## src/jse_pkg.sv

```systemverilog
// Shared types, character codes and helpers for the JSON string escaper.
package jse_pkg;

    // Token queue between the front and back sections
    localparam int TOK_DEPTH = 4;
    localparam int TOK_PTR_W = $clog2(TOK_DEPTH);

    // Character codes
    localparam logic [7:0] CH_QUOTE  = 8'h22;
    localparam logic [7:0] CH_BSLASH = 8'h5C;
    localparam logic [7:0] CH_U      = 8'h75;
    localparam logic [7:0] CH_B      = 8'h62;
    localparam logic [7:0] CH_F      = 8'h66;
    localparam logic [7:0] CH_N      = 8'h6E;
    localparam logic [7:0] CH_R      = 8'h72;
    localparam logic [7:0] CH_T      = 8'h74;
    localparam logic [7:0] CH_BS     = 8'h08;
    localparam logic [7:0] CH_FF     = 8'h0C;
    localparam logic [7:0] CH_LF     = 8'h0A;
    localparam logic [7:0] CH_CR     = 8'h0D;
    localparam logic [7:0] CH_TAB    = 8'h09;

    // Token kinds: raw byte, byte that may need an escape, backslash-u of a value
    typedef enum logic [1:0] {
        TK_RAW = 2'd0,
        TK_ESC = 2'd1,
        TK_HEX = 2'd2
    } tok_kind_t;

    typedef struct packed {
        tok_kind_t   kind;
        logic [15:0] val;
        logic        last;
    } tok_t;

    typedef struct packed {
        logic push;
        tok_t tok;
    } tok_wr_t;

    typedef struct packed {
        logic empty;
        tok_t tok;
    } tok_rd_t;

    function automatic logic [7:0] hex_digit(input logic [3:0] nib);
        logic [7:0] d;
        if (nib < 4'd10)
        begin
            d = 8'h30 + {4'd0, nib};
        end
        else
        begin
            d = 8'h57 + {4'd0, nib};
        end
        return d;
    endfunction

endpackage

```

## src/jse_front.sv

```systemverilog
// Front section: accepts bytes, runs the UTF-8 lookahead and issues tokens.
module jse_front
    import jse_pkg::*;
(
    input  logic       clk,
    input  logic       rst_n,
    input  logic       item_valid,
    output logic       item_stall,
    input  logic [7:0] data_byte,
    input  logic       has_byte,
    input  logic       start_of_string,
    input  logic       end_of_string,
    input  logic       q_full,
    output tok_wr_t    q_wr
);

    typedef enum logic [1:0] {
        FR_IDLE = 2'b01,
        FR_WORK = 2'b10
    } fr_state_t;

    fr_state_t   state_reg, state_next;
    logic [7:0]  la_reg [4];
    logic [7:0]  la_next [4];
    logic [2:0]  cnt_reg, cnt_next;
    logic        open_reg, open_next;
    logic        fin_reg, fin_next;
    logic [1:0]  pass_reg, pass_next;
    tok_t        hold_reg, hold_next;
    logic        hold_vld_reg, hold_vld_next;

    // head decode
    logic [7:0]  h;
    logic [1:0]  ext;
    logic [3:1]  cont;
    logic        window;
    logic [20:0] cp;
    logic        surr;
    tok_t        dec_tok;
    logic [2:0]  dec_use;
    logic [1:0]  dec_pass;
    logic        dec_break;

    assign item_stall = (state_reg != FR_IDLE);

    always_comb
    begin
        h       = la_reg[0];
        cont[1] = (la_reg[1][7:6] == 2'b10);
        cont[2] = (la_reg[2][7:6] == 2'b10);
        cont[3] = (la_reg[3][7:6] == 2'b10);

        if (h[7:5] == 3'b110)
        begin
            ext = 2'd1;
        end
        else if (h[7:4] == 4'b1110)
        begin
            ext = 2'd2;
        end
        else if (h[7:3] == 5'b11110)
        begin
            ext = 2'd3;
        end
        else
        begin
            ext = 2'd0;
        end

        case (ext)
            2'd1:    cp = {10'd0, h[4:0], la_reg[1][5:0]};
            2'd2:    cp = {5'd0, h[3:0], la_reg[1][5:0], la_reg[2][5:0]};
            2'd3:    cp = {h[2:0], la_reg[1][5:0], la_reg[2][5:0], la_reg[3][5:0]};
            default: cp = '0;
        endcase
        surr   = (cp[20:16] == 5'd0) && (cp[15:11] == 5'b11011);
        window = ({1'b0, ext} < cnt_reg);

        dec_tok   = '{kind: TK_RAW, val: {8'd0, h}, last: 1'b0};
        dec_use   = 3'd1;
        dec_pass  = 2'd0;
        dec_break = 1'b0;

        if (!h[7])
        begin
            dec_tok.kind = TK_ESC;
        end
        else if (ext == 2'd0)
        begin
            dec_use = 3'd1;
        end
        else if (window)
        begin
            if (!cont[1])
            begin
                dec_use = 3'd1;
            end
            else if ((ext >= 2'd2) && !cont[2])
            begin
                dec_use = 3'd2;
            end
            else if ((ext == 2'd3) && !cont[3])
            begin
                dec_use = 3'd3;
            end
            else if (surr)
            begin
                dec_tok.kind = TK_HEX;
                dec_tok.val  = cp[15:0];
                dec_use      = {1'b0, ext} + 3'd1;
            end
            else
            begin
                // pass the whole sequence through, one byte at a time
                dec_pass = ext;
            end
        end
        else if (fin_reg)
        begin
            dec_use = 3'd1;
        end
        else if ((cnt_reg > 3'd1) && !cont[1])
        begin
            dec_use = 3'd1;
        end
        else
        begin
            dec_break = 1'b1;
        end
    end

    always_comb
    begin
        logic [2:0] base;
        logic [2:0] sidx;
        logic [2:0] use_n;
        logic       gen;
        tok_t       gen_tok;

        state_next    = state_reg;
        la_next       = la_reg;
        cnt_next      = cnt_reg;
        open_next     = open_reg;
        fin_next      = fin_reg;
        pass_next     = pass_reg;
        hold_next     = hold_reg;
        hold_vld_next = hold_vld_reg;
        q_wr          = '{push: 1'b0, tok: hold_reg};
        base          = start_of_string ? 3'd0 : cnt_reg;
        sidx          = '0;
        use_n         = '0;
        gen           = 1'b0;
        gen_tok       = '{kind: TK_RAW, val: {8'd0, CH_QUOTE}, last: 1'b0};

        case (state_reg)
            FR_IDLE:
            begin
                if (item_valid)
                begin
                    if (has_byte)
                    begin
                        la_next[base[1:0]] = data_byte;
                    end
                    cnt_next   = base + {2'd0, has_byte};
                    open_next  = start_of_string;
                    fin_next   = end_of_string;
                    pass_next  = 2'd0;
                    state_next = FR_WORK;
                end
            end
            FR_WORK:
            begin
                if (open_reg)
                begin
                    gen = 1'b1;
                end
                else if (pass_reg != 2'd0)
                begin
                    gen     = 1'b1;
                    gen_tok = '{kind: TK_RAW, val: {8'd0, la_reg[0]}, last: 1'b0};
                    use_n   = 3'd1;
                end
                else if ((cnt_reg != 3'd0) && !dec_break)
                begin
                    gen     = 1'b1;
                    gen_tok = dec_tok;
                    use_n   = dec_use;
                end
                else if (fin_reg)
                begin
                    gen = 1'b1;
                end

                if (gen)
                begin
                    if (!hold_vld_reg || !q_full)
                    begin
                        q_wr.push     = hold_vld_reg;
                        hold_next     = gen_tok;
                        hold_vld_next = 1'b1;
                        if (open_reg)
                        begin
                            open_next = 1'b0;
                        end
                        else if (pass_reg != 2'd0)
                        begin
                            pass_next = pass_reg - 2'd1;
                        end
                        else if (use_n != 3'd0)
                        begin
                            pass_next = dec_pass;
                        end
                        else
                        begin
                            fin_next = 1'b0;
                            cnt_next = 3'd0;
                        end
                        // drop the settled bytes from the head of the lookahead
                        if (use_n != 3'd0)
                        begin
                            cnt_next = cnt_reg - use_n;
                            for (int i = 0; i < 4; i++)
                            begin
                                sidx = 3'(i) + use_n;
                                if (sidx < 3'd4)
                                begin
                                    la_next[i] = la_reg[sidx[1:0]];
                                end
                            end
                        end
                    end
                end
                else if (!hold_vld_reg)
                begin
                    state_next = FR_IDLE;
                end
                else if (!q_full)
                begin
                    q_wr.push     = 1'b1;
                    q_wr.tok.last = 1'b1;
                    hold_vld_next = 1'b0;
                    state_next    = FR_IDLE;
                end
            end
            default:
            begin
                state_next = FR_IDLE;
            end
        endcase
    end

    always_ff @(posedge clk or negedge rst_n)
    begin
        if (!rst_n)
        begin
            state_reg    <= FR_IDLE;
            cnt_reg      <= '0;
            open_reg     <= 1'b0;
            fin_reg      <= 1'b0;
            pass_reg     <= '0;
            hold_vld_reg <= 1'b0;
        end
        else
        begin
            state_reg    <= state_next;
            cnt_reg      <= cnt_next;
            open_reg     <= open_next;
            fin_reg      <= fin_next;
            pass_reg     <= pass_next;
            hold_vld_reg <= hold_vld_next;
        end
    end

    always_ff @(posedge clk)
    begin
        la_reg   <= la_next;
        hold_reg <= hold_next;
    end

endmodule

```

## src/jse_tok_fifo.sv

```systemverilog
// Token queue between the front and back sections.
module jse_tok_fifo
    import jse_pkg::*;
(
    input  logic    clk,
    input  logic    rst_n,
    input  tok_wr_t wr,
    output logic    full,
    input  logic    pop,
    output tok_rd_t rd
);

    tok_t                 mem_reg [TOK_DEPTH];
    logic [TOK_PTR_W-1:0] wp_reg, wp_next;
    logic [TOK_PTR_W-1:0] rp_reg, rp_next;
    logic [TOK_PTR_W:0]   cnt_reg, cnt_next;
    logic                 do_push;
    logic                 do_pop;

    assign full     = (cnt_reg == (TOK_PTR_W+1)'(TOK_DEPTH));
    assign rd.empty = (cnt_reg == '0);
    assign rd.tok   = mem_reg[rp_reg];
    assign do_push  = wr.push && !full;
    assign do_pop   = pop && !rd.empty;

    always_comb
    begin
        wp_next  = do_push ? wp_reg + 1'b1 : wp_reg;
        rp_next  = do_pop ? rp_reg + 1'b1 : rp_reg;
        cnt_next = cnt_reg + {{TOK_PTR_W{1'b0}}, do_push} - {{TOK_PTR_W{1'b0}}, do_pop};
    end

    always_ff @(posedge clk or negedge rst_n)
    begin
        if (!rst_n)
        begin
            wp_reg  <= '0;
            rp_reg  <= '0;
            cnt_reg <= '0;
        end
        else
        begin
            wp_reg  <= wp_next;
            rp_reg  <= rp_next;
            cnt_reg <= cnt_next;
        end
    end

    always_ff @(posedge clk)
    begin
        if (do_push)
        begin
            mem_reg[wp_reg] <= wr.tok;
        end
    end

endmodule

```

## src/jse_back.sv

```systemverilog
// Back section: expands tokens into escaped characters behind an output register.
module jse_back
    import jse_pkg::*;
(
    input  logic       clk,
    input  logic       rst_n,
    input  tok_rd_t    q_rd,
    output logic       q_pop,
    output logic       result_valid,
    input  logic       result_stall,
    output logic [7:0] out_char,
    output logic       last_of_run
);

    typedef enum logic [1:0] {
        MD_SINGLE = 2'd0,
        MD_PAIR   = 2'd1,
        MD_HEX    = 2'd2
    } mode_t;

    logic        cur_vld_reg, cur_vld_next;
    mode_t       mode_reg, mode_next;
    logic [15:0] val_reg, val_next;
    logic        cur_last_reg, cur_last_next;
    logic [2:0]  idx_reg, idx_next;
    logic        out_vld_reg;
    logic [7:0]  out_char_reg;
    logic        out_last_reg;

    logic        out_load;
    logic        emit;
    logic        at_end;
    logic [7:0]  ch;
    logic [7:0]  tb;

    assign result_valid = out_vld_reg;
    assign out_char     = out_char_reg;
    assign last_of_run  = out_last_reg;

    assign out_load = !out_vld_reg || !result_stall;
    assign emit     = cur_vld_reg && out_load;
    assign q_pop    = !q_rd.empty && (!cur_vld_reg || (emit && at_end));
    assign tb       = q_rd.tok.val[7:0];

    // character at the current position of the token being expanded
    always_comb
    begin
        case (mode_reg)
            MD_SINGLE:
            begin
                ch     = val_reg[7:0];
                at_end = 1'b1;
            end
            MD_PAIR:
            begin
                ch     = (idx_reg == 3'd0) ? CH_BSLASH : val_reg[7:0];
                at_end = (idx_reg == 3'd1);
            end
            MD_HEX:
            begin
                at_end = (idx_reg == 3'd5);
                case (idx_reg)
                    3'd0:    ch = CH_BSLASH;
                    3'd1:    ch = CH_U;
                    3'd2:    ch = hex_digit(val_reg[15:12]);
                    3'd3:    ch = hex_digit(val_reg[11:8]);
                    3'd4:    ch = hex_digit(val_reg[7:4]);
                    default: ch = hex_digit(val_reg[3:0]);
                endcase
            end
            default:
            begin
                ch     = val_reg[7:0];
                at_end = 1'b1;
            end
        endcase
    end

    always_comb
    begin
        cur_vld_next  = cur_vld_reg;
        mode_next     = mode_reg;
        val_next      = val_reg;
        cur_last_next = cur_last_reg;
        idx_next      = idx_reg;

        if (q_pop)
        begin
            cur_vld_next  = 1'b1;
            cur_last_next = q_rd.tok.last;
            idx_next      = 3'd0;
            mode_next     = MD_SINGLE;
            val_next      = {8'd0, tb};
            case (q_rd.tok.kind)
                TK_RAW:
                begin
                    mode_next = MD_SINGLE;
                end
                TK_HEX:
                begin
                    mode_next = MD_HEX;
                    val_next  = q_rd.tok.val;
                end
                TK_ESC:
                begin
                    case (tb)
                        CH_QUOTE:  mode_next = MD_PAIR;
                        CH_BSLASH: mode_next = MD_PAIR;
                        CH_BS:
                        begin
                            mode_next = MD_PAIR;
                            val_next  = {8'd0, CH_B};
                        end
                        CH_FF:
                        begin
                            mode_next = MD_PAIR;
                            val_next  = {8'd0, CH_F};
                        end
                        CH_LF:
                        begin
                            mode_next = MD_PAIR;
                            val_next  = {8'd0, CH_N};
                        end
                        CH_CR:
                        begin
                            mode_next = MD_PAIR;
                            val_next  = {8'd0, CH_R};
                        end
                        CH_TAB:
                        begin
                            mode_next = MD_PAIR;
                            val_next  = {8'd0, CH_T};
                        end
                        default:
                        begin
                            if (tb inside {[8'h00:8'h1F]})
                            begin
                                mode_next = MD_HEX;
                            end
                        end
                    endcase
                end
                default:
                begin
                    mode_next = MD_SINGLE;
                end
            endcase
        end
        else if (emit && at_end)
        begin
            cur_vld_next = 1'b0;
        end
        else if (emit)
        begin
            idx_next = idx_reg + 3'd1;
        end
    end

    always_ff @(posedge clk or negedge rst_n)
    begin
        if (!rst_n)
        begin
            cur_vld_reg <= 1'b0;
            out_vld_reg <= 1'b0;
        end
        else
        begin
            cur_vld_reg <= cur_vld_next;
            if (out_load)
            begin
                out_vld_reg <= emit;
            end
        end
    end

    always_ff @(posedge clk)
    begin
        mode_reg     <= mode_next;
        val_reg      <= val_next;
        cur_last_reg <= cur_last_next;
        idx_reg      <= idx_next;
        if (emit)
        begin
            out_char_reg <= ch;
            out_last_reg <= cur_last_reg && at_end;
        end
    end

endmodule

```

## src/json_string_escaper.sv

```systemverilog
// Top level of the JSON string escaper: front section, token queue, back section.
//
// Usage:
//   The item channel (item_valid / item_stall) takes one string byte per
//   transaction with its flags: has_byte, start_of_string (emit the opening
//   quote, drop any held bytes) and end_of_string (flush, emit the closing quote).
//   The result channel (result_valid / result_stall) carries one byte of JSON
//   text per transaction; last_of_run marks the final byte caused by an item.
//   An item that causes nothing yields no result transaction.
// Flow:
//   The front section raises item_stall while it settles an item into tokens
//   (quotes, plain or escaped bytes, backslash-u escapes) and takes no new item
//   until it is done; the back section emits one character per cycle while
//   result_stall is low.
// Reset:
//   rst_n clears the lookahead count, the token queue and the output register.
// Stall:
//   While result_stall is high the output register holds its byte, the back
//   section stops popping, the four-entry token queue fills and the front
//   section raises item_stall until space frees up.
module json_string_escaper
    import jse_pkg::*;
(
    input  logic       clk,
    input  logic       rst_n,
    input  logic       item_valid,
    output logic       item_stall,
    input  logic [7:0] data_byte,
    input  logic       has_byte,
    input  logic       start_of_string,
    input  logic       end_of_string,
    output logic       result_valid,
    input  logic       result_stall,
    output logic [7:0] out_char,
    output logic       last_of_run
);

    tok_wr_t q_wr;
    tok_rd_t q_rd;
    logic    q_full;
    logic    q_pop;

    // Classify bytes, hold partial UTF-8 sequences, issue tokens
    jse_front u_front (
        .clk             (clk),
        .rst_n           (rst_n),
        .item_valid      (item_valid),
        .item_stall      (item_stall),
        .data_byte       (data_byte),
        .has_byte        (has_byte),
        .start_of_string (start_of_string),
        .end_of_string   (end_of_string),
        .q_full          (q_full),
        .q_wr            (q_wr)
    );

    // Decouple token production from character output
    jse_tok_fifo u_fifo (
        .clk   (clk),
        .rst_n (rst_n),
        .wr    (q_wr),
        .full  (q_full),
        .pop   (q_pop),
        .rd    (q_rd)
    );

    // Expand tokens into escaped text, one character per cycle while result_stall is low
    jse_back u_back (
        .clk          (clk),
        .rst_n        (rst_n),
        .q_rd         (q_rd),
        .q_pop        (q_pop),
        .result_valid (result_valid),
        .result_stall (result_stall),
        .out_char     (out_char),
        .last_of_run  (last_of_run)
    );

endmodule

```

## config.mk

```make
export PLATFORM = sky130hd
export DESIGN_NAME = json_string_escaper
export DESIGN_NICKNAME = d
export VERILOG_FILES = /design/src/jse_pkg.sv /design/src/jse_front.sv /design/src/jse_tok_fifo.sv /design/src/jse_back.sv /design/src/json_string_escaper.sv
export SDC_FILE = /design/constraint.sdc
export NUM_CORES = 1
export LEC_CHECK = 0
export BUFFER_PORTS_ARGS = -buffer_cell sky130_fd_sc_hd__buf_2
export CORE_MARGIN = 2
export CORE_UTILIZATION = 30
export DETAILED_ROUTE_END_ITERATION = 10
export SLEW_MARGIN = 20
export SYNTH_ARGS = -nofsm -noshare
export SYNTH_HDL_FRONTEND = slang
export SYNTH_SLANG_ARGS = --single-unit
```

## constraint.sdc

```tcl
create_clock -name clk -period 9.39 [get_ports clk]
set_input_delay 0.4695 -clock clk [delete_from_list [all_inputs] [get_ports clk]]
set_output_delay 0.4695 -clock clk [all_outputs]
set_load 0.03 [all_outputs]
```

* Word-level counts from Yosys, hierarchy flattened *
Memory sizes are Yosys's and may differ from the RTL's.
Cells that the tools add are included.

word-level totals
  register bits = 101
  bits in latches = 0
  memory bits (writable) = 76
  bits in read-only memories = 0
  memories = 1

operators by class
  add/sub/neg operators = 20
  multiply operators = 0
  div/mod/pow operators = 0
  $lt $le $gt $ge = 19
  equal/unequal tests = 48
  shift operators = 0
  muxes and demuxes = 128
  bitwise gates (word level) = 11
  reduce and logical (&&, ||, !) cells = 52

memory list
  memory          depth  width  rd ports  clocked after Yosys merged registers in  wr ports  line                text
  u_fifo.mem_reg  4      19     1         0                                        1         jse_tok_fifo.sv:13  tok_t mem_reg [TOK_DEPTH];

operator list
  kind                   number
  $mux W32               5
  $mux W8                19
  $mux W17               5
  $pmux W8 S5            2
  $bmux W8 S2            4
  $pmux W32 S2           1
  $pmux W21 S3           1
  $mux W3                18
  $mux W2                22
  $eq A8 B4 Y1 const B   5
  $mux W1                37
  $reduce_and A7 Y1      5
  $add A7 B4 Y8 const A  4
  $bwmux W32             1
  $pmux W16 S2           1
  $add A6 B4 Y7 const A  4
  $mux W18               1
  $mux W9                2
  $demux W8 S2           1
  $eq A2 B2 Y1 const B   8
  $lt A4 B4 Y1 const B   4
  $ne A2 B1 Y1 const B   8
  $pmux W8 S2            1
  $ge A3 B3 Y1 const B   5
  other kinds (49)       114

* Longest topological paths before layout *
Gate-level depths: netlist (run 1).

  word-level depth = 29
  gate-level depth with buffers = 21
  mapped depth without buffers = 19

* Modules after synthesis *
From an unflattened synthesis (run 1), not the netlist that was laid out.

unflattened totals
  cell total of the unflattened synthesis = 834
  area total of the unflattened synthesis = 9724.3 um^2

by module, submodules not included
  module        times used  cells an instance  area each (um^2)
  jse_front     1           474                4384.2
  jse_tok_fifo  1           140                3211.8
  jse_back      1           220                2128.3

* Least setup slack after synthesis (run 1) *
OpenSTA, ideal clock, no wires.

  kind = register to register
  start = register u_front.la_reg, in the netlist u_front.h[7]
  end = register u_front.la_reg[0] (netlist bit), enable pin
  library setup time = 386 ps
  arrival time = 3635 ps
  path slack = 5368 ps
  stages on the path, launching flop included = 13
  buffers on the path = 0
  clock period less this slack = 4022 ps
  cell sequence = edfxtp_1 nand3_1 a21oi_1 ha_1 nor2b_1 o21ai_0 a21oi_2 nor3_1 nand3_1 ha_1 a21oi_1 o21ai_1 a211oi_1

between the ends
  word-level cells in the longest chain between the ends = 23
  elaborated cells between the ends (all ways) = 46

RTL lines
  what                                              line                               text
  from (decl)                                       jse_front.sv:23                    logic [7:0] la_reg [4];
  from (signal assigned)                            jse_front.sv:276                   la_reg <= la_next;
  $eq A5 B5 Y1                                      jse_front.sv:61                    else if (h[7:3] == 5'b11110)
  $mux W2                                           jse_front.sv:61
  $mux W2                                           jse_front.sv:57                    else if (h[7:4] == 4'b1110)
  $mux W2                                           jse_front.sv:53                    if (h[7:5] == 3'b110)
  $eq A2 B2 Y1, or another cell as far along        jse_front.sv:70, jse_front.sv:102
  $pmux W21 S3                                      jse_front.sv:70                    case (ext)
  $eq A5 B5 Y1 or $logic_not A5 Y1 (tied branches)  jse_front.sv:76                    surr = (cp[20:16] == 5'd0) && (cp[15:11] == 5'b11011);
  $logic_and A1 B1 Y1                               jse_front.sv:76
  (+7 left out)                                     n/a
  $mux W3                                           jse_front.sv:183                   else if ((cnt_reg != 3'd0) && !dec_break)
  $mux W3                                           jse_front.sv:177                   else if (pass_reg != 2'd0)
  $mux W3                                           jse_front.sv:173                   if (open_reg)
  $mux W3                                           jse_front.sv:155                   case (state_reg)
  $add A2 B3 Y3                                     jse_front.sv:224                   sidx = 3'(i) + use_n;
  $lt A3 B3 Y1                                      jse_front.sv:225                   if (sidx < 3'd4)
  $ne A2 B1 Y1 (no line)                            n/a
  $reduce_and A7 Y1 (no line) (*)                   n/a

Mark *: on every way between the ends. The rest lies on a longest branch, timed or not. The select of a mux whose other input is x is not followed.
A chain may end at the register's enable or synchronous reset.

* Final worst setup path (run 1) *
  start = register u_front.la_reg, in the netlist u_front.h[3]
  end = register u_front.la_reg[22] (netlist bit), enable pin

between the ends
  word-level cells in the longest chain between the ends = 23
  elaborated cells between the ends (all ways) = 44

RTL lines
  what                                              line
  $eq A5 B5 Y1                                      jse_front.sv:61
  $mux W2                                           jse_front.sv:61
  $mux W2                                           jse_front.sv:57
  $mux W2                                           jse_front.sv:53
  $eq A2 B2 Y1, or another cell as far along        jse_front.sv:70, jse_front.sv:102
  $pmux W21 S3                                      jse_front.sv:70
  $eq A5 B5 Y1 or $logic_not A5 Y1 (tied branches)  jse_front.sv:76
  $logic_and A1 B1 Y1                               jse_front.sv:76
  (+7 left out)                                     n/a
  $mux W3                                           jse_front.sv:183
  $mux W3                                           jse_front.sv:177
  $mux W3                                           jse_front.sv:173
  $mux W3                                           jse_front.sv:155
  $add A1 B3 Y3                                     jse_front.sv:224
  $lt A3 B3 Y1                                      jse_front.sv:225
  $ne A2 B1 Y1 (no line)                            n/a
  $reduce_and A7 Y1 (no line) (*)                   n/a

Marks and branches as above.

==> results of run 1 <==
==> synth_stat cells, types with 3 or more instances <==
cell type	number
edfxtp_1	154
or2_2	3
nor4_1	3
o22ai_1	7
o21ai_1	3
a221oi_1	16
a222oi_1	10
buf_1	4
a22o_1	18
nand2b_1	10
nand3_1	12
and3_1	8
nand2_1	51
mux4_2	27
dfxtp_1	3
o31ai_1	4
ha_1	30
o21ai_0	39
nor2b_1	18
and2b_1	3
a32o_1	3
mux2_2	3
a211oi_1	4
xnor2_1	10
and2_1	5
a22oi_1	8
o21a_1	4
a21oi_1	46
a31oi_1	6
a32oi_1	4
nor3_1	9
clkbuf_1	17
nor2_1	42
mux2i_1	23
dfrtp_1	18
mux4_1	4
buf_6	5
inv_1	50
xor2_1	4
nand4_1	6
==> worst max-delay path by stage <==
stage / start / end / slack, ps / cells after the start
floorplan: u_front.h[7] / u_front.la_reg[0] / 5370 / 12
global placement: u_front.h[3] / u_front.la_reg[16] / 4530 / 12
detailed placement: u_front.h[3] / u_front.la_reg[16] / 4370 / 12
CTS: u_front.h[3] / u_front.la_reg[22] / 4360 / 12
global route: u_front.h[3] / u_front.la_reg[22] / 3810 / 12
finish: u_front.h[3] / u_front.la_reg[22] / 4240 / 12
==> routing by layer <==
layer  global-route usage, %  up-vias  wire, µm
met3                    2.57       31       919
met1                    16.0     2997      8780
met2                    20.3      178      9410
met4                    4.03        0       401
li1                        -     2883         -
met5                       0        -         0
==> metrics by stage <==
stage / cells / utilization (%) / worst slack (ps)
after floorplan: 734 / - / 5370
after global placement: 1130 / 32.0 / 4530
after CTS: 1163 / 34.0 / 4360
after detailed placement: 1130 / 32.0 / 4370
final: 1164 / 34.0 / 4240
after global routing: 1164 / 34.0 / 3810
==> critical path, stage by stage, from the launching register on <==
cell	delay (ps)
edfxtp_1	530
nand2b_1	220
a21oi_1	340
ha_1	700
a22oi_1	150
nor2_1	140
nand4_1	200
o31ai_1	560
nand3_1	390
ha_1	400
a21oi_1	150
o21ai_1	130
a21oi_1	850
==> logic make-up (layout without fill, tap and decap cells) <==
kind of cell             count (synthesis)  count (layout)  share of synthesized area (%)
buffers and inverters                   82             116                           4.00
AND/OR/NAND/NOR                        183             183                           9.86
other                                    1               1                         0.0405
AO/OA/AOI/OAI                          189             189                           13.9
XOR/XNOR                                14              14                           1.33
flip-flops                             176             176                           55.8
multiplexers                            57              57                           10.6
adder cells (fa/ha/maj)                 32              32                           4.49
==> power by group <==
group	leakage, nW	switching [W]	total, W	internal (W)
registers	1.67	0.000142	0.00125	0.00111
logic	1.77	0.000788	0.00133	0.000537
clock network	0.280	0.000296	0.000713	0.000418
total	3.72	0.00123	0.00329	0.00206
==> layout make-up <==
class	instances	share of cell area (%)
inverters	51	1.87
well taps	396	4.78
multi-input cells	476	36.0
clock inverters	14	1.59
clock buffers	18	4.14
flip-flops and latches	176	49.7
repair buffers	33	1.85
==> flow_metrics.env, run 1 <==
export IMPL_wire_per_inst_um=16.8
export IMPL_min_to="u_front.fin_reg"
export IMPL_clock_sinks=176
export IMPL_cts_buffers=17
export IMPL_ff_latch_area_um2=5160
export IMPL_path_class="reg2reg"
export IMPL_gp_congestion=0.875
export IMPL_start_kind="flop"
export IMPL_rsz0062_at_grt="no"
export IMPL_grt_pass1_wl_um=31900
export IMPL_ios=26
export IMPL_skew_ps=9.24
export IMPL_grt_overflow=0
export IMPL_setup_tns_ps=0
export IMPL_p_per_area_nw_per_um2=317
export IMPL_die_y_um=180
export IMPL_whs_path_depth=3
export IMPL_netlist_area_leader_share_pct=50.0
export IMPL_drt_wl_total_um=19500
export IMPL_io_buffer_count=25
export IMPL_syn_inst=734
export IMPL_antenna_found_initial=0
export IMPL_die_w_um=180
export IMPL_arrival_ps=5190
export IMPL_fmax_mhz=194
export IMPL_synth_ff_type="edfxtp_1"
export IMPL_dr_pass1_iters=5
export IMPL_cts_hold_buf=1
export IMPL_root_buffer="clkbuf_16"
export IMPL_vias=6089
export IMPL_drv_slew=0
export IMPL_drt_iter0_markers=577
export IMPL_worst_pin_slew_ps=1060
export IMPL_synth_nets=781
export IMPL_synth_async_reset_ratio_pct=10.8
export IMPL_reg2regPathDepth=12
export IMPL_fin_crit_ps=5150
export IMPL_crit_path_end_kind="flop"
export IMPL_hold_class="in2reg"
export IMPL_required_ps=9440
export IMPL_post_route_period_util_pct=54.8
export IMPL_nets=802
export IMPL_final_common_cell="edfxtp_1"
export IMPL_whs_ps=259
export IMPL_status="finished clean"
export IMPL_synthDistinctLibCells=71
export IMPL_drc_errors=0
export IMPL_core_um2=30500
export IMPL_cts_buffer_depth=2
export IMPL_post_dp_cell_area_um2=9760
export IMPL_dieArea_um2=32300
export IMPL_cts_repair_resized=0
export IMPL_leakage_nw=3.72
export IMPL_postCtsSetupRepairBufs=0
export IMPL_seq_area_frac_synth_pct=55.8
export IMPL_grtUsageTotal_pct=12.2
export IMPL_avgSynthCellArea_um2=12.6
export IMPL_layout_common_cells="edfxtp_1 (154), nand2_1 (51), inv_1 (50), a21oi_1 (46), nor2_1 (41)"
export IMPL_drive_gt1_share_pct=14.1
export IMPL_path_max_fanout=21
export IMPL_multi_input_area_um2=3740
export IMPL_reg2reg_to="u_front.la_reg[22]"
export IMPL_start_util_pct=30.3
export IMPL_cts_tree="yes"
export IMPL_synth_seq_cells=176
export IMPL_drv_cap=0
export IMPL_power_w=0.00329
export IMPL_finalSetupViolations=0
export IMPL_ys_warn_count=0
export IMPL_cts_reportedPaths_clkPinSlew_ps=70
export IMPL_synth_top_area_cell="edfxtp_1"
export IMPL_largest_reg_flops=76
export IMPL_peakVddDrop_mv=0.132
export IMPL_fillers=2970
export IMPL_hp_start="end_of_string"
export IMPL_area_delta_synth_final_pct=12.1
export IMPL_netlist_area_um2=9250
export IMPL_cts_htree_levels=4
export IMPL_worst_r2r_setup_slack_ps=4240
export IMPL_insertion_delay_ps=430
export IMPL_slew_headroom_pct=29.5
export IMPL_yosys_top_cells_area="edfxtp_1 (50%), mux4_2 (6.6%), dfrtp_1 (4.9%)"
export IMPL_ant_nets=0
export IMPL_viasPerCell=5.23
export IMPL_design_area_um2=10400
export IMPL_grt_pass1_vias=6026
export IMPL_rows=64
export IMPL_grt_max_degree=50
export IMPL_num_antenna_cells=0
export IMPL_synth_edf_count=154
export IMPL_worstReg2RegStart="u_front.h[3]"
export IMPL_finalHoldViolations=0
export IMPL_place_hpwl_um=13600
Power figures use the tool's default switching activity.
==> run 2: changes to the inputs <==
==> constraint.sdc (replaced) <==
create_clock -name clk -period 4.9 [get_ports clk]
set_input_delay 0.245 -clock clk [delete_from_list [all_inputs] [get_ports clk]]
set_output_delay 0.245 -clock clk [all_outputs]
set_load 0.03 [all_outputs]
==> run 2 against run 1 <==
  * Cell count rose by 0.69%
  * Die area did not move
  * Wire length fell by 1.0%
  * Power rose by 93%
  * Global-route usage fell by 0.23 points
  * Non-clock buffer count rose by 8
  * Via count rose by 0.44%
  * Worst setup slack got worse by 3900 ps
  * Clock skew rose by 8.9 ps
  * Critical endpoint is now u_front.cnt_reg[2]
  * Highest routed layer unchanged
==> flow_metrics.env, run 2 (synthesized netlist as in run 1, its figures left out) <==
export IMPL_status="finished clean"
export IMPL_hold_class="in2reg"
export IMPL_ant_nets=0
export IMPL_rsz0062_at_grt="no"
export IMPL_fmax_mhz=220
export IMPL_drt_wl_total_um=19300
export IMPL_peakVddDrop_mv=0.349
export IMPL_cts_reportedPaths_clkPinSlew_ps=60
export IMPL_required_ps=5240
export IMPL_cts_buffer_depth=2
export IMPL_insertion_delay_ps=430
export IMPL_largest_reg_flops=76
export IMPL_post_route_period_util_pct=92.8
export IMPL_rows=64
export IMPL_placed_cells=1139
export IMPL_fin_crit_ps=4550
export IMPL_nets=810
export IMPL_arrival_ps=4890
export IMPL_slew_headroom_pct=28.0
export IMPL_antenna_found_initial=0
export IMPL_grt_max_degree=26
export IMPL_drv_slew=0
export IMPL_grt_pass1_vias=5816
export IMPL_place_hpwl_um=13700
export IMPL_p_per_area_nw_per_um2=605
export IMPL_finalSetupViolations=0
export IMPL_reg2regPathDepth=18
export IMPL_drive_gt1_share_pct=14.7
export IMPL_core_um2=30500
export IMPL_fillers=2978
export IMPL_start_util_pct=30.3
export IMPL_fin_ws_ps=352
export IMPL_finalHoldViolations=0
export IMPL_dr_pass1_iters=5
export IMPL_cts_buffers=17
export IMPL_final_common_cell="edfxtp_1"
export IMPL_grtUsageTotal_pct=12.0
export IMPL_instances_no_fill=1172
export IMPL_skew_ps=18.2
export IMPL_viasPerCell=5.22
export IMPL_gp_congestion=0.915
export IMPL_num_antenna_cells=0
export IMPL_path_class="reg2reg"
export IMPL_whs_path_depth=3
export IMPL_wire_per_inst_um=16.5
export IMPL_layout_common_cells="edfxtp_1 (154), nand2_1 (51), inv_1 (50), a21oi_1 (46), nor2_1 (42)"
export IMPL_grt_pass1_wl_um=31300
export IMPL_grt_overflow=0
export IMPL_drc_errors=0
export IMPL_place_ws_ps=416
export IMPL_path_max_fanout=22
export IMPL_drt_iter0_markers=567
export IMPL_start_kind="flop"
export IMPL_drv_cap=0
export IMPL_cts_tree="yes"
export IMPL_cts_repair_resized=0
export IMPL_ios=26
export IMPL_root_buffer="clkbuf_16"
export IMPL_die_y_um=180
export IMPL_clock_sinks=176
export IMPL_vias=6116
export IMPL_dieArea_um2=32300
export IMPL_die_w_um=180
export IMPL_crit_path_end_kind="flop"
export IMPL_cts_htree_levels=4
export IMPL_leakage_nw=3.78
export IMPL_final_util_pct=34.3
export IMPL_area_delta_synth_final_pct=13.0
export IMPL_setup_tns_ps=0
export IMPL_worst_pin_slew_ps=1080
export IMPL_io_buffer_count=25
-- run 2: changes by cell type in the layout (fill, tap and decap cells not counted), moves of 2 or more --
cell | previous run | this run
clkbuf_16 | 17 | 22
nor3_2 | 0 | 3
bufinv_16 | 3 | 0
clkinv_2 | 3 | 1
buf_4 | 6 | 15
clkinvlp_4 | 4 | 2
nor3_1 | 9 | 6
clkbuf_1 | 1 | 4
-- run 2: where the power goes --
group | total (W) | switching (W) | internal, W
combinational | 0.00254 | 0.00149 | 0.00105
clock | 0.00137 | 0.000555 | 0.000818
sequential | 0.00242 | 0.000304 | 0.00212
-- run 2: worst paths after layout --
path | from | endpoint | slack [ps]
max | u_front.h[3] | u_front.cnt_reg[2] | 350
min | end_of_string | u_front.fin_reg | 30
max reg2reg | u_front.h[3] | u_front.cnt_reg[2] | 350
min reg2reg | u_back.cur_vld_reg | u_back.result_valid | 470
max in group asynchronous | rst_n | u_front.state_reg[0] | 4260
min in group asynchronous | rst_n | u_fifo.wp_reg[0] | 300
-- run 2: stage by stage --
stage / power (W) / area (µm²) / hold WS [ps]
after floorplan: 0.00437 / 9250 / -50.6
final: 0.00633 / 10500 / 30.2
after global routing: 0.00676 / 10500 / 40.6
after detailed placement: 0.00498 / 9820 / 218
after CTS: 0.00637 / 10500 / 12.3
after global placement: 0.00495 / 9820 / 213
-- run 2: final cells by class --
cell class,instances,area (µm²),area share [%]
Inverter,51,194,1.85
Multi-Input combinational cell,476,3740,35.8
Clock buffer,27,579,5.54
Tap cell,396,495,4.74
Sequential cell,176,5160,49.3
Clock inverter,5,37.5,0.359
Timing Repair Buffer,41,248,2.37
-- run 2: what timing repair did --
action                    CTS  global route
setup buffers               0             0
hold buffers                1             0
hold endpoints to repair   18             0
-- run 2: per-layer routing --
| layer | wire length [µm] | share of wire, % | track usage, % | vias up |
|---|---|---|---|---|
| met5 | 0 | 0 | 0 | - |
| met4 | 299 | 1.5 | 3.64 | 0 |
| met3 | 885 | 4.6 | 2.74 | 23 |
| met2 | 9310 | 48 | 19.7 | 172 |
| met1 | 8810 | 46 | 15.9 | 3016 |
| li1 | - | - | - | 2905 |
-- run 2: critical path: stages (launching register included) --
cell       delay (ps)
edfxtp_1          550
nand2b_1          230
a21oi_1           330
ha_1              690
nand2_1           120
a32o_1            280
nand4_1           130
o31a_1            170
o21ai_2            60
a21o_4            340
inv_4             260
ha_1              200
inv_1              50
fa_1              370
xor2_1            180
nor2_1            100
mux2i_1            70
o21ai_0           160
a2bb2oi_1         160
